File: src/design/p2fd_pkg.sv
// Shared widths, constants, types and the seven-segment encoder of the period-to-frequency display.
package p2fd_pkg;

    // Default display size in decimal digits
    localparam int P2FD_NUM_DIGITS = 4;

    // Field widths
    localparam int PERIOD_W = 16;
    localparam int TPS_W    = 24;
    localparam int FREQ_W   = 24;
    localparam int SEG_W    = 7;

    // Positions that leave the block: thousands, hundreds, tens, units
    localparam int SHOWN_DIGITS = 4;

    // Ticks-per-second register after reset
    localparam logic [TPS_W-1:0] TPS_RESET = 24'd1000000;

    // Divide by ten as multiply by ceil(2^30 / 10); exact for values below 2^27
    localparam int          DIV10_SHIFT = 30;
    localparam int          DIV10_K_W   = 27;
    localparam logic [26:0] DIV10_K     = 27'd107374183;

    typedef logic [SEG_W-1:0] t_seg;

    // Quotient and divide-by-zero flag from the divider to the digit splitter
    typedef struct packed {
        logic              zero;
        logic [FREQ_W-1:0] quotient;
    } t_div_result;

    // Segment patterns for digits 0 to 9, bit 6 = a .. bit 0 = g
    localparam t_seg SEG_0 = 7'b1111110;
    localparam t_seg SEG_1 = 7'b0110000;
    localparam t_seg SEG_2 = 7'b1101101;
    localparam t_seg SEG_3 = 7'b1111001;
    localparam t_seg SEG_4 = 7'b0110011;
    localparam t_seg SEG_5 = 7'b1011011;
    localparam t_seg SEG_6 = 7'b1011111;
    localparam t_seg SEG_7 = 7'b1110000;
    localparam t_seg SEG_8 = 7'b1111111;
    localparam t_seg SEG_9 = 7'b1111011;
    localparam t_seg SEG_BLANK = 7'b0000000;

    function automatic t_seg seg_encode(input logic [3:0] digit);
        t_seg pattern;
        case (digit)
            4'd0: pattern = SEG_0;
            4'd1: pattern = SEG_1;
            4'd2: pattern = SEG_2;
            4'd3: pattern = SEG_3;
            4'd4: pattern = SEG_4;
            4'd5: pattern = SEG_5;
            4'd6: pattern = SEG_6;
            4'd7: pattern = SEG_7;
            4'd8: pattern = SEG_8;
            4'd9: pattern = SEG_9;
            default: pattern = SEG_BLANK;
        endcase
        return pattern;
    endfunction

endpackage

File: src/design/p2fd_div.sv
// Pipelined restoring divider: one quotient bit per register stage.
module p2fd_div (
    input  logic                           i_clk,
    input  logic                           i_rst_n,
    input  logic                           i_valid,
    output logic                           o_ready,
    input  logic [p2fd_pkg::TPS_W-1:0]     i_dividend,
    input  logic [p2fd_pkg::PERIOD_W-1:0]  i_divisor,
    output logic                           o_valid,
    input  logic                           i_ready,
    output p2fd_pkg::t_div_result          o_result
);
    import p2fd_pkg::*;

    localparam int STAGES = TPS_W;

    logic                r_vld [STAGES];
    logic [PERIOD_W-1:0] r_rem [STAGES];
    logic [PERIOD_W-1:0] r_dvs [STAGES];
    logic [TPS_W-1:0]    r_nq  [STAGES];
    logic                stage_rdy [STAGES+1];

    // A stage takes a beat when it is empty or its content moves on
    assign stage_rdy[STAGES] = i_ready;
    assign o_ready           = stage_rdy[0];

    for (genvar k = 0; k < STAGES; k++) begin : g_stage
        logic                src_vld;
        logic [PERIOD_W-1:0] src_rem;
        logic [PERIOD_W-1:0] src_dvs;
        logic [TPS_W-1:0]    src_nq;
        logic [PERIOD_W:0]   trial;
        logic [PERIOD_W:0]   diff;
        logic                ge;
        logic [PERIOD_W-1:0] n_rem;
        logic [TPS_W-1:0]    n_nq;

        if (k == 0) begin : g_first
            assign src_vld = i_valid;
            assign src_rem = '0;
            assign src_dvs = i_divisor;
            assign src_nq  = i_dividend;
        end else begin : g_next
            assign src_vld = r_vld[k-1];
            assign src_rem = r_rem[k-1];
            assign src_dvs = r_dvs[k-1];
            assign src_nq  = r_nq[k-1];
        end

        assign stage_rdy[k] = !r_vld[k] || stage_rdy[k+1];

        // Bring down the next dividend bit, subtract the divisor if it fits
        assign trial = {src_rem, src_nq[TPS_W-1]};
        assign ge    = trial >= {1'b0, src_dvs};
        assign diff  = trial - {1'b0, src_dvs};
        assign n_rem = ge ? diff[PERIOD_W-1:0] : trial[PERIOD_W-1:0];
        assign n_nq  = {src_nq[TPS_W-2:0], ge};

        // Valid bit
        always_ff @(posedge i_clk) begin
            if (!i_rst_n) begin
                r_vld[k] <= 1'b0;
            end else if (stage_rdy[k]) begin
                r_vld[k] <= src_vld;
            end
        end

        // Partial remainder, shifting dividend/quotient word and divisor
        always_ff @(posedge i_clk) begin
            if (stage_rdy[k]) begin
                r_rem[k] <= n_rem;
                r_nq[k]  <= n_nq;
                r_dvs[k] <= src_dvs;
            end
        end
    end

    assign o_valid           = r_vld[STAGES-1];
    assign o_result.zero     = (r_dvs[STAGES-1] == '0);
    assign o_result.quotient = r_nq[STAGES-1];

endmodule

File: src/design/p2fd_digits.sv
// Saturation, decimal digit split and seven-segment encoding, one digit per stage.
module p2fd_digits #(
    parameter int NUM_DIGITS = p2fd_pkg::P2FD_NUM_DIGITS
) (
    input  logic                                         i_clk,
    input  logic                                         i_rst_n,
    input  logic                                         i_valid,
    output logic                                         o_ready,
    input  p2fd_pkg::t_div_result                        i_result,
    output logic                                         o_valid,
    input  logic                                         i_ready,
    output logic [p2fd_pkg::FREQ_W-1:0]                  o_frequency,
    output p2fd_pkg::t_seg [p2fd_pkg::SHOWN_DIGITS-1:0]  o_segs,
    output logic                                         o_over,
    output logic                                         o_zero
);
    import p2fd_pkg::*;

    localparam logic [31:0] LIMIT  = 32'(10 ** NUM_DIGITS) - 32'd1;
    localparam int          VAL_W  = $clog2(10 ** NUM_DIGITS);
    localparam int          PROD_W = VAL_W + DIV10_SHIFT;
    // Saturate, one divide per digit, last digit encode
    localparam int          STAGES = SHOWN_DIGITS + 2;

    function automatic logic [VAL_W-1:0] div10(input logic [VAL_W-1:0] v);
        logic [PROD_W-1:0] prod;
        prod = PROD_W'(v) * PROD_W'(DIV10_K);
        return prod[DIV10_SHIFT +: VAL_W];
    endfunction

    logic              r_vld   [STAGES];
    logic [FREQ_W-1:0] r_freq  [STAGES];
    logic              r_zero  [STAGES];
    logic              r_over  [STAGES];
    logic [VAL_W-1:0]  r_cur   [0:SHOWN_DIGITS];
    logic [VAL_W-1:0]  r_quo   [1:SHOWN_DIGITS];
    t_seg [SHOWN_DIGITS-1:0] r_seg [2:STAGES-1];
    logic              stage_rdy [STAGES+1];

    logic [31:0]       sat_val;
    logic              sat_over;

    assign stage_rdy[STAGES] = i_ready;
    assign o_ready           = stage_rdy[0];

    for (genvar k = 0; k < STAGES; k++) begin : g_ctl
        logic src_vld;
        if (k == 0) begin : g_first
            assign src_vld = i_valid;
        end else begin : g_next
            assign src_vld = r_vld[k-1];
        end

        assign stage_rdy[k] = !r_vld[k] || stage_rdy[k+1];

        // Valid bit
        always_ff @(posedge i_clk) begin
            if (!i_rst_n) begin
                r_vld[k] <= 1'b0;
            end else if (stage_rdy[k]) begin
                r_vld[k] <= src_vld;
            end
        end

        // Carry quotient and flags alongside
        if (k > 0) begin : g_carry
            always_ff @(posedge i_clk) begin
                if (stage_rdy[k]) begin
                    r_freq[k] <= r_freq[k-1];
                    r_zero[k] <= r_zero[k-1];
                    r_over[k] <= r_over[k-1];
                end
            end
        end
    end

    // Clamp the quotient to the largest value the display shows
    assign sat_over = !i_result.zero && ({8'b0, i_result.quotient} > LIMIT);
    assign sat_val  = i_result.zero ? 32'd0 :
                      sat_over      ? LIMIT : {8'b0, i_result.quotient};

    always_ff @(posedge i_clk) begin
        if (stage_rdy[0]) begin
            r_freq[0] <= i_result.zero ? '0 : i_result.quotient;
            r_zero[0] <= i_result.zero;
            r_over[0] <= sat_over;
            r_cur[0]  <= sat_val[VAL_W-1:0];
        end
    end

    // Divide by ten, one position per stage
    for (genvar j = 1; j <= SHOWN_DIGITS; j++) begin : g_div10
        logic [VAL_W-1:0] src;
        if (j == 1) begin : g_first
            assign src = r_cur[0];
        end else begin : g_next
            assign src = r_quo[j-1];
        end

        always_ff @(posedge i_clk) begin
            if (stage_rdy[j]) begin
                r_cur[j] <= src;
                r_quo[j] <= div10(src);
            end
        end
    end

    // Take the remainder of the previous stage and encode it
    for (genvar j = 2; j < STAGES; j++) begin : g_enc
        localparam int POS = j - 2;
        logic [VAL_W-1:0]        rem;
        t_seg                    pattern;
        t_seg [SHOWN_DIGITS-1:0] prev;

        // Patterns already encoded for this beat; blank before the first position
        if (j == 2) begin : g_first
            assign prev = {SHOWN_DIGITS{SEG_BLANK}};
        end else begin : g_next
            assign prev = r_seg[j-1];
        end

        assign rem = r_cur[j-1] - {r_quo[j-1][VAL_W-4:0], 3'b000}
                                - {r_quo[j-1][VAL_W-2:0], 1'b0};
        assign pattern = (POS < NUM_DIGITS && !r_zero[j-1]) ? seg_encode(rem[3:0])
                                                            : SEG_BLANK;

        always_ff @(posedge i_clk) begin
            if (stage_rdy[j]) begin
                for (int p = 0; p < SHOWN_DIGITS; p++) begin
                    if (p == POS) begin
                        r_seg[j][p] <= pattern;
                    end else begin
                        r_seg[j][p] <= prev[p];
                    end
                end
            end
        end
    end

    assign o_valid     = r_vld[STAGES-1];
    assign o_frequency = r_freq[STAGES-1];
    assign o_segs      = r_seg[STAGES-1];
    assign o_over      = r_over[STAGES-1];
    assign o_zero      = r_zero[STAGES-1];

endmodule

File: src/design/period_to_frequency_display_unit.sv
// Top level: period in timer ticks to frequency and four seven-segment digits.
//
//   channel   direction  handshake            payload
//   period    in         i_valid / o_ready    i_period_ticks
//   result    out        o_valid / i_ready    o_frequency, o_seg_*, o_over_range, o_zero_period
//   config    in         i_cfg_we             i_cfg_wdata (ticks per second)
//
// The path runs through 24 divider stages, one quotient bit each, then one
// saturation stage, four divide-by-ten stages and the final encode stage.
// One period is taken every cycle while the result side keeps up.
// Each stage holds its beat while the next is full and stalled; empty stages fill.
// Synchronous active-low reset clears all valid bits and loads 1000000 ticks per second.
module period_to_frequency_display_unit #(
    parameter int NUM_DIGITS = p2fd_pkg::P2FD_NUM_DIGITS
) (
    input  logic                           i_clk,
    input  logic                           i_rst_n,
    input  logic                           i_valid,
    output logic                           o_ready,
    input  logic [p2fd_pkg::PERIOD_W-1:0]  i_period_ticks,
    input  logic                           i_cfg_we,
    input  logic [p2fd_pkg::TPS_W-1:0]     i_cfg_wdata,
    output logic                           o_valid,
    input  logic                           i_ready,
    output logic [p2fd_pkg::FREQ_W-1:0]    o_frequency,
    output logic [p2fd_pkg::SEG_W-1:0]     o_seg_thousands,
    output logic [p2fd_pkg::SEG_W-1:0]     o_seg_hundreds,
    output logic [p2fd_pkg::SEG_W-1:0]     o_seg_tens,
    output logic [p2fd_pkg::SEG_W-1:0]     o_seg_units,
    output logic                           o_over_range,
    output logic                           o_zero_period
);
    import p2fd_pkg::*;

    logic [TPS_W-1:0]        r_ticks_per_second;
    logic                    div_valid;
    logic                    div_ready;
    t_div_result             div_result;
    t_seg [SHOWN_DIGITS-1:0] segs;

    // Ticks-per-second register
    always_ff @(posedge i_clk) begin
        if (!i_rst_n) begin
            r_ticks_per_second <= TPS_RESET;
        end else if (i_cfg_we) begin
            r_ticks_per_second <= i_cfg_wdata;
        end
    end

    // Divide ticks per second by the period
    p2fd_div u_div (
        .i_clk      (i_clk),
        .i_rst_n    (i_rst_n),
        .i_valid    (i_valid),
        .o_ready    (o_ready),
        .i_dividend (r_ticks_per_second),
        .i_divisor  (i_period_ticks),
        .o_valid    (div_valid),
        .i_ready    (div_ready),
        .o_result   (div_result)
    );

    // Saturate, split into digits and encode
    p2fd_digits #(
        .NUM_DIGITS (NUM_DIGITS)
    ) u_digits (
        .i_clk       (i_clk),
        .i_rst_n     (i_rst_n),
        .i_valid     (div_valid),
        .o_ready     (div_ready),
        .i_result    (div_result),
        .o_valid     (o_valid),
        .i_ready     (i_ready),
        .o_frequency (o_frequency),
        .o_segs      (segs),
        .o_over      (o_over_range),
        .o_zero      (o_zero_period)
    );

    assign o_seg_units     = segs[0];
    assign o_seg_tens      = segs[1];
    assign o_seg_hundreds  = segs[2];
    assign o_seg_thousands = segs[3];

endmodule

File: config.mk
export PLATFORM = sky130hd
export DESIGN_NAME = period_to_frequency_display_unit
export DESIGN_NICKNAME = d
export VERILOG_FILES = /design/src/design/p2fd_pkg.sv /design/src/design/p2fd_div.sv /design/src/design/p2fd_digits.sv /design/src/design/period_to_frequency_display_unit.sv
export SDC_FILE = /design/constraint.sdc
export NUM_CORES = 2
export LEC_CHECK = 0
export BUFFER_PORTS_ARGS = -buffer_cell sky130_fd_sc_hd__buf_4
export CAP_MARGIN = 5
export CORE_MARGIN = 2
export CORE_UTILIZATION = 32
export CTS_CLUSTER_DIAMETER = 150
export DETAILED_ROUTE_END_ITERATION = 10
export GPL_TIMING_DRIVEN = 0
export PLACE_DENSITY = 0.56
export SKIP_LAST_GASP = 1
export SYNTH_ARGS = -nofsm -noshare
export SYNTH_HDL_FRONTEND = slang
export SYNTH_HIERARCHICAL = 1
export SYNTH_SLANG_ARGS = --single-unit
File: constraint.sdc
create_clock -name i_clk -period 10.57 [get_ports i_clk]
set_clock_uncertainty 0.1 [all_clocks]
set_input_delay 1.057 -clock i_clk [delete_from_list [all_inputs] [get_ports i_clk]]
set_output_delay 1.057 -clock i_clk [all_outputs]
set_load 0.01 [all_outputs]
==> Word-level counts from Yosys, hierarchy flattened <==
Memories as Yosys holds them, arrays and structs flattened.
Cells that the tools add are included.
{ "op_classes": {"eq_ne": 0, "n_reduce_logical": 63, "bitwise_logic": 30, "n_mul": 4, "mux": 182, "shifts": 0, "n_lt_le_gt_ge": 25, "n_addsub": 32, "div_mod_pow": 0} }
{ "op_table": {"columns": ["op", "count"], "rows": [
  ["17-bit by 16-bit greater-or-equal comparator with 1-bit output", 23],
  ["16-bit 2-to-1 mux", 24],
  ["16-bit subtractor", 23],
  ["14-bit by 27-bit multiplier with 41-bit output, second input constant", 4],
  ["1-bit 2-to-1 mux", 151],
  ["4-bit subtractor", 8],
  ["1-bit zero test", 31],
  ["1-bit logical OR", 30],
  ["1-bit OR", 30],
  ["14-bit 2-to-1 mux", 2],
  ["7-bit 2-to-1 mux", 4],
  ["24-bit by 14-bit greater-than comparator with 1-bit output, second input constant", 1],
  ["24-bit 2-to-1 mux", 1],
  ["1-bit by 16-bit greater-or-equal comparator with 1-bit output", 1],
  ["16-bit zero test", 1],
  ["1-bit by 16-bit subtractor with 16-bit output", 1],
  ["1-bit logical AND", 1]
]} }
{ "word_totals": {"n_memories": 15, "elab_cells": 352, "mem_bits_rw": 1756, "input_bits": 45, "latchBits": 0, "mem_bits_ro": 448, "regBits": 24, "output_inout_bits": 56} }
{ "memory_table": {"columns": ["memory", "words", "width", "read_ports", "rd_clocked_by_memory_dff", "wr", "line_no", "rtl"], "rows": [
  ["u_div.r_nq", 24, 24, 24, 0, 24, "p2fd_div.sv:20", "logic [TPS_W-1:0] r_nq [STAGES];"],
  ["u_div.r_dvs", 24, 16, 24, 0, 24, "p2fd_div.sv:19", "logic [PERIOD_W-1:0] r_dvs [STAGES];"],
  ["u_div.r_rem", 24, 16, 23, 0, 24, "p2fd_div.sv:18", "logic [PERIOD_W-1:0] r_rem [STAGES];"],
  ["u_digits.r_freq", 6, 24, 6, 0, 6, "p2fd_digits.sv:32", "logic [FREQ_W-1:0] r_freq [STAGES];"],
  ["(name not given)", 16, 7, 1, 0, 0, "p2fd_pkg.sv:47", "case (digit)"],
  ["(name not given)", 16, 7, 1, 0, 0, "p2fd_pkg.sv:47", null],
  ["+9 memories", null, null, null, null, null, null, null]
]} }

==> Logic depth before layout (Yosys ltp) <==
An unclocked memory read counts as a cell.
{ "depth": {"ltp_word": 36, "depth_mapped": 21, "ltp_nobuf": 21} }

==> Hierarchy <==
The synthesis kept the hierarchy.
{ "modules_own_cells": {"columns": ["module", "area_each_um2", "cells_each", "instances", "seq_area_each_um2"], "rows": [
  ["p2fd_div", 62842.8, 4524, 1, 40588.9],
  ["p2fd_digits", 21773.4, 1739, 1, 8848.5],
  ["period_to_frequency_display_unit", 912.1, 77, 1, 480.5]
]} }

==> Worst setup path before layout <==
OpenSTA, ideal clock, no wires.
{ "synth_timing": {"kind": "input -> output", "start": "input port i_ready", "end": "output port o_ready", "n_path_buf": 3, "slack_ps": 680, "required_time_ps": 9413, "t_arrival_ps": 8733, "cell_stages": 13, "cell_sequence": "nor2b_1 and3_1 clkbuf_1 nand4_1 and3b_1 clkbuf_1 nand4_1 nor4b_2 and3_1 and3_1 and2_1 clkbuf_1 nand3_1"} }
{ "synth_lines": {"columns": ["item", "line_no", "rtl"], "rows": [
  ["start, declared", "period_to_frequency_display_unit.sv:24", "input logic i_ready,"],
  ["end, declared", "period_to_frequency_display_unit.sv:19", "output logic o_ready,"]
]} }

==> results.json <==
{
  "outcome": "completed",
  "drive_gt1_frac": 0.0823,
  "die_h_um": 521,
  "htree_levels": 4,
  "drt_iter0_drc": 2911,
  "vias": 48198,
  "initial_core_util": 0.322,
  "grt_pass1_wl_mm": 260,
  "async_flop_share": 0,
  "rsz0062_at_grt": "false",
  "fill_cells": 25200,
  "cpPeakStageDelay_ns": 0.95,
  "synth_cells": 6340,
  "synth_compound_area_frac": 0.0846,
  "crit_slowest_cell": "nor4b_2",
  "antenna_found_initial": 2,
  "core_area_um2": 266000,
  "syn_area_per_cell_um2": 13.5,
  "critical_path.max_fanout": 39,
  "seq_area_um2": 49900,
  "yosys.area_share.xor_xnor": 0.0281,
  "cts_tree": "done",
  "path_clk_slew_ns": 0.06,
  "critical-path-top-delay-family": "simple AND/OR/NAND/NOR gates",
  "arrival_ns": 7.23,
  "hpwl_mm": 124,
  "synth_nets": 7335,
  "seq_area_frac_synth": 0.584,
  "maxSlewViolCount": 0,
  "grt_max_degree": 58,
  "finalSetupTns_ns": 0,
  "whs_ns": 0.285,
  "synthMuxAreaShare": 0.0380,
  "first_global_vias": 48442,
  "grt.total_usage": 0.118,
  "cts_resized": 0,
  "critPathBufInv": 6,
  "cts_buffers": 170,
  "wl_per_cell_um": 15.6,
  "finalWorstPathRequiredPeriod_ns": 8.39,
  "fin_util": 0.365,
  "slew_headroom": 0.207,
  "critical_path.startpoint_type": "flip-flop",
  "post_cts_buffers": 0,
  "synth_fa_ha_area_frac": 0.157,
  "yosysUniqueCellTypes": 93,
  "finalHoldViolCount": 0,
  "drc": 0,
  "crit_required_ns": 9.41,
  "viasPerCell": 4.67,
  "hp-class": "flip-flop to flip-flop",
  "ant_nets": 0,
  "first_pass_iters": 5,
  "die_area_um2": 271000,
  "die_w_um": 521,
  "drv_cap": 0,
  "clk_latency_ns": 0.81,
  "nets": 7638,
  "synth_edf_count": 1645,
  "ys.flop_type": "edfxtp_1",
  "worst_pin_slew_ns": 1.19,
  "synth-seq-cells": 1671,
  "min_period_over_period": 0.794,
  "place.gp.congestion": 0.856,
  "synth_simple_gate_area_share": 0.0683,
  "multi_input_area_um2": 32200,
  "crit_path_end_kind": "output pin",
  "grt_overflow": 0,
  "clk_path_buf_depth": 3,
  "crit_type": "flip-flop to output pin",
  "setup_viol": 0,
  "io_pins": 101,
  "fmax_ghz": 0.119,
  "hold_buffers": 0,
  "synth_warnings": 6,
  "io_buffers": 99,
  "num_rows": 189,
  "cts.sinks": 1671,
  "crit_chain": "nor2b_1 -> and3_1 -> clkbuf_1 -> nand4_1 -> and3b_1 -> clkbuf_1 -> nand4_1 -> buf_8 -> nor4b_2 -> and3_1 -> and3_1 -> and2_1 -> clkbuf_1 -> nand3_2 -> buf_12 -> buf_4",
  "postRouteWirelength_mm": 161,
  "syn_to_final_growth_pct": 13.3,
  "synth_top_family_by_area": "adder cells",
  "syn_area_um2": 85500,
  "clockRootBuffer": "clkbuf_16"
}
[state kept, by name, summed over array words and instances (netlist names)]
| name | cells |
|---|---|
| u_digits/r_quo | 33 |
| u_digits/r_cur | 30 |
| u_digits/r_freq | 144 |
| u_div/r_vld | 24 |
| u_digits/r_vld | 6 |
| r_ticks_per_second | 24 |
| u_div/r_rem | 368 |
| u_digits/r_zero | 6 |
| u_digits/r_seg | 70 |
| u_digits/r_over | 6 |
| u_div/r_nq | 576 |
| u_div/r_dvs | 384 |
[cell families (layout without fill, tap and decap cells)]
| group | Yosys count | count (layout) |
|---|---|---|
| XOR/XNOR | 274 | 274 |
| buffers and inverters | 898 | 1338 |
| flip-flops | 1671 | 1671 |
| AO/OA/AOI/OAI | 1105 | 1105 |
| AND/OR/NAND/NOR | 1149 | 1149 |
| other | 0 | 1 |
| multiplexers | 293 | 293 |
| adder cells (fa/ha/maj) | 950 | 950 |
[area by class of cell]
type,count,share of cell area
sequential,1671,0.515
multi-input combinational,3771,0.333
tap,3533,0.0456
clock buffer,204,0.0454
inverter,837,0.0324
timing repair buffer,131,0.0139
clock inverter,105,0.0115
buffer,61,0.00301
antenna,1,0.0000258
[metrics by stage]
stage / std cells / instance area, um^2 / setup slack (ns)
after floorplan: 6340 / 85500 / 0.680
after global placement: 9972 / 90700 / -3.04
after detailed placement: 10004 / 91400 / 2.28
after CTS: 10313 / 96900 / 2.13
after global routing: 10313 / 96900 / 1.65
final: 10314 / 96900 / 2.18
[per-layer routing]
layer  vias up  part of all wire  GRT usage
met2       799              0.48      0.199
met4         0             0.021     0.0303
li1      23848                 -          -
met5         -                 0          0
met3       230             0.036     0.0177
met1     23321              0.46      0.158
[cell usage after synthesis, types with 12 or more instances]
| cell type | instances | area (um^2) |
|---|---|---|
| edfxtp_1 | 1645 | 49400 |
| inv_1 | 833 | 3130 |
| ha_1 | 742 | 9280 |
| nor2_1 | 318 | 1190 |
| a21oi_1 | 292 | 1460 |
| fa_1 | 208 | 4160 |
| o21ai_0 | 207 | 1040 |
| nand2_1 | 205 | 769 |
| xnor2_1 | 169 | 1480 |
| mux2_1 | 166 | 1870 |
| xor2_1 | 105 | 920 |
| o21a_1 | 104 | 781 |
| nor2b_1 | 101 | 632 |
| a21o_1 | 97 | 728 |
| nand4_1 | 96 | 601 |
| nor3_1 | 77 | 385 |
| mux2i_1 | 63 | 631 |
| nand3_1 | 61 | 305 |
| a31oi_1 | 60 | 375 |
| mux2_2 | 57 | 642 |
| nand2b_1 | 56 | 350 |
| or3_1 | 44 | 275 |
| clkbuf_1 | 43 | 161 |
| a211oi_1 | 42 | 315 |
| and3_1 | 41 | 257 |
| o31a_1 | 38 | 333 |
| nor4_1 | 36 | 225 |
| or2_2 | 29 | 181 |
| and2_1 | 28 | 175 |
| dfxtp_1 | 26 | 521 |
| o21ai_1 | 25 | 125 |
| o211ai_1 | 24 | 180 |
| o21bai_1 | 21 | 158 |
| o22ai_1 | 21 | 131 |
| o31ai_1 | 19 | 143 |
| a31o_2 | 17 | 149 |
| o41ai_1 | 17 | 149 |
| a21boi_0 | 15 | 113 |
| buf_2 | 12 | 60.1 |
| nand3b_1 | 12 | 90.1 |
| o2111ai_1 | 12 | 105 |
[layout by cell type, fill, tap and decap left out, drive strengths merged, types with 20 or more instances in the layout]
cell	n
o31a	38
nor2	319
o21ai	232
mux2	230
nand2	205
nor3	77
buf	149
dfxtp	26
o31ai	21
a31o	20
clkbuf	247
o211ai	24
ha	742
a211oi	42
a21o	98
edfxtp	1645
a31oi	60
nand4	96
o22ai	21
clkinv	77
nor4	36
xor2	105
nand3	61
o21bai	22
inv	845
and2	28
or2	31
nand2b	56
mux2i	63
nor2b	101
and3	45
o21a	104
xnor2	169
or3	44
fa	208
a21oi	293
[final timing paths]
path,end,slack (ns),depth (start not counted),startpoint
worst max-delay path,o_ready,2.18,16,u_digits/r_vld[5]$_DFFE_PP_
worst min-delay path,u_div/r_nq[13][4]$_DFFE_PP_,0.28,0,u_div/r_nq[12][3]$_DFFE_PP_
worst max register to register,u_div/r_rem[0][0]$_DFFE_PP_,3.96,15,u_digits/r_vld[5]$_DFFE_PP_
worst min register to register,u_div/r_nq[13][4]$_DFFE_PP_,0.28,0,u_div/r_nq[12][3]$_DFFE_PP_
Power is left out: the tool's default activity adds up to more than one toggle a clock period on the data nets, which glitch-free logic cannot reach.
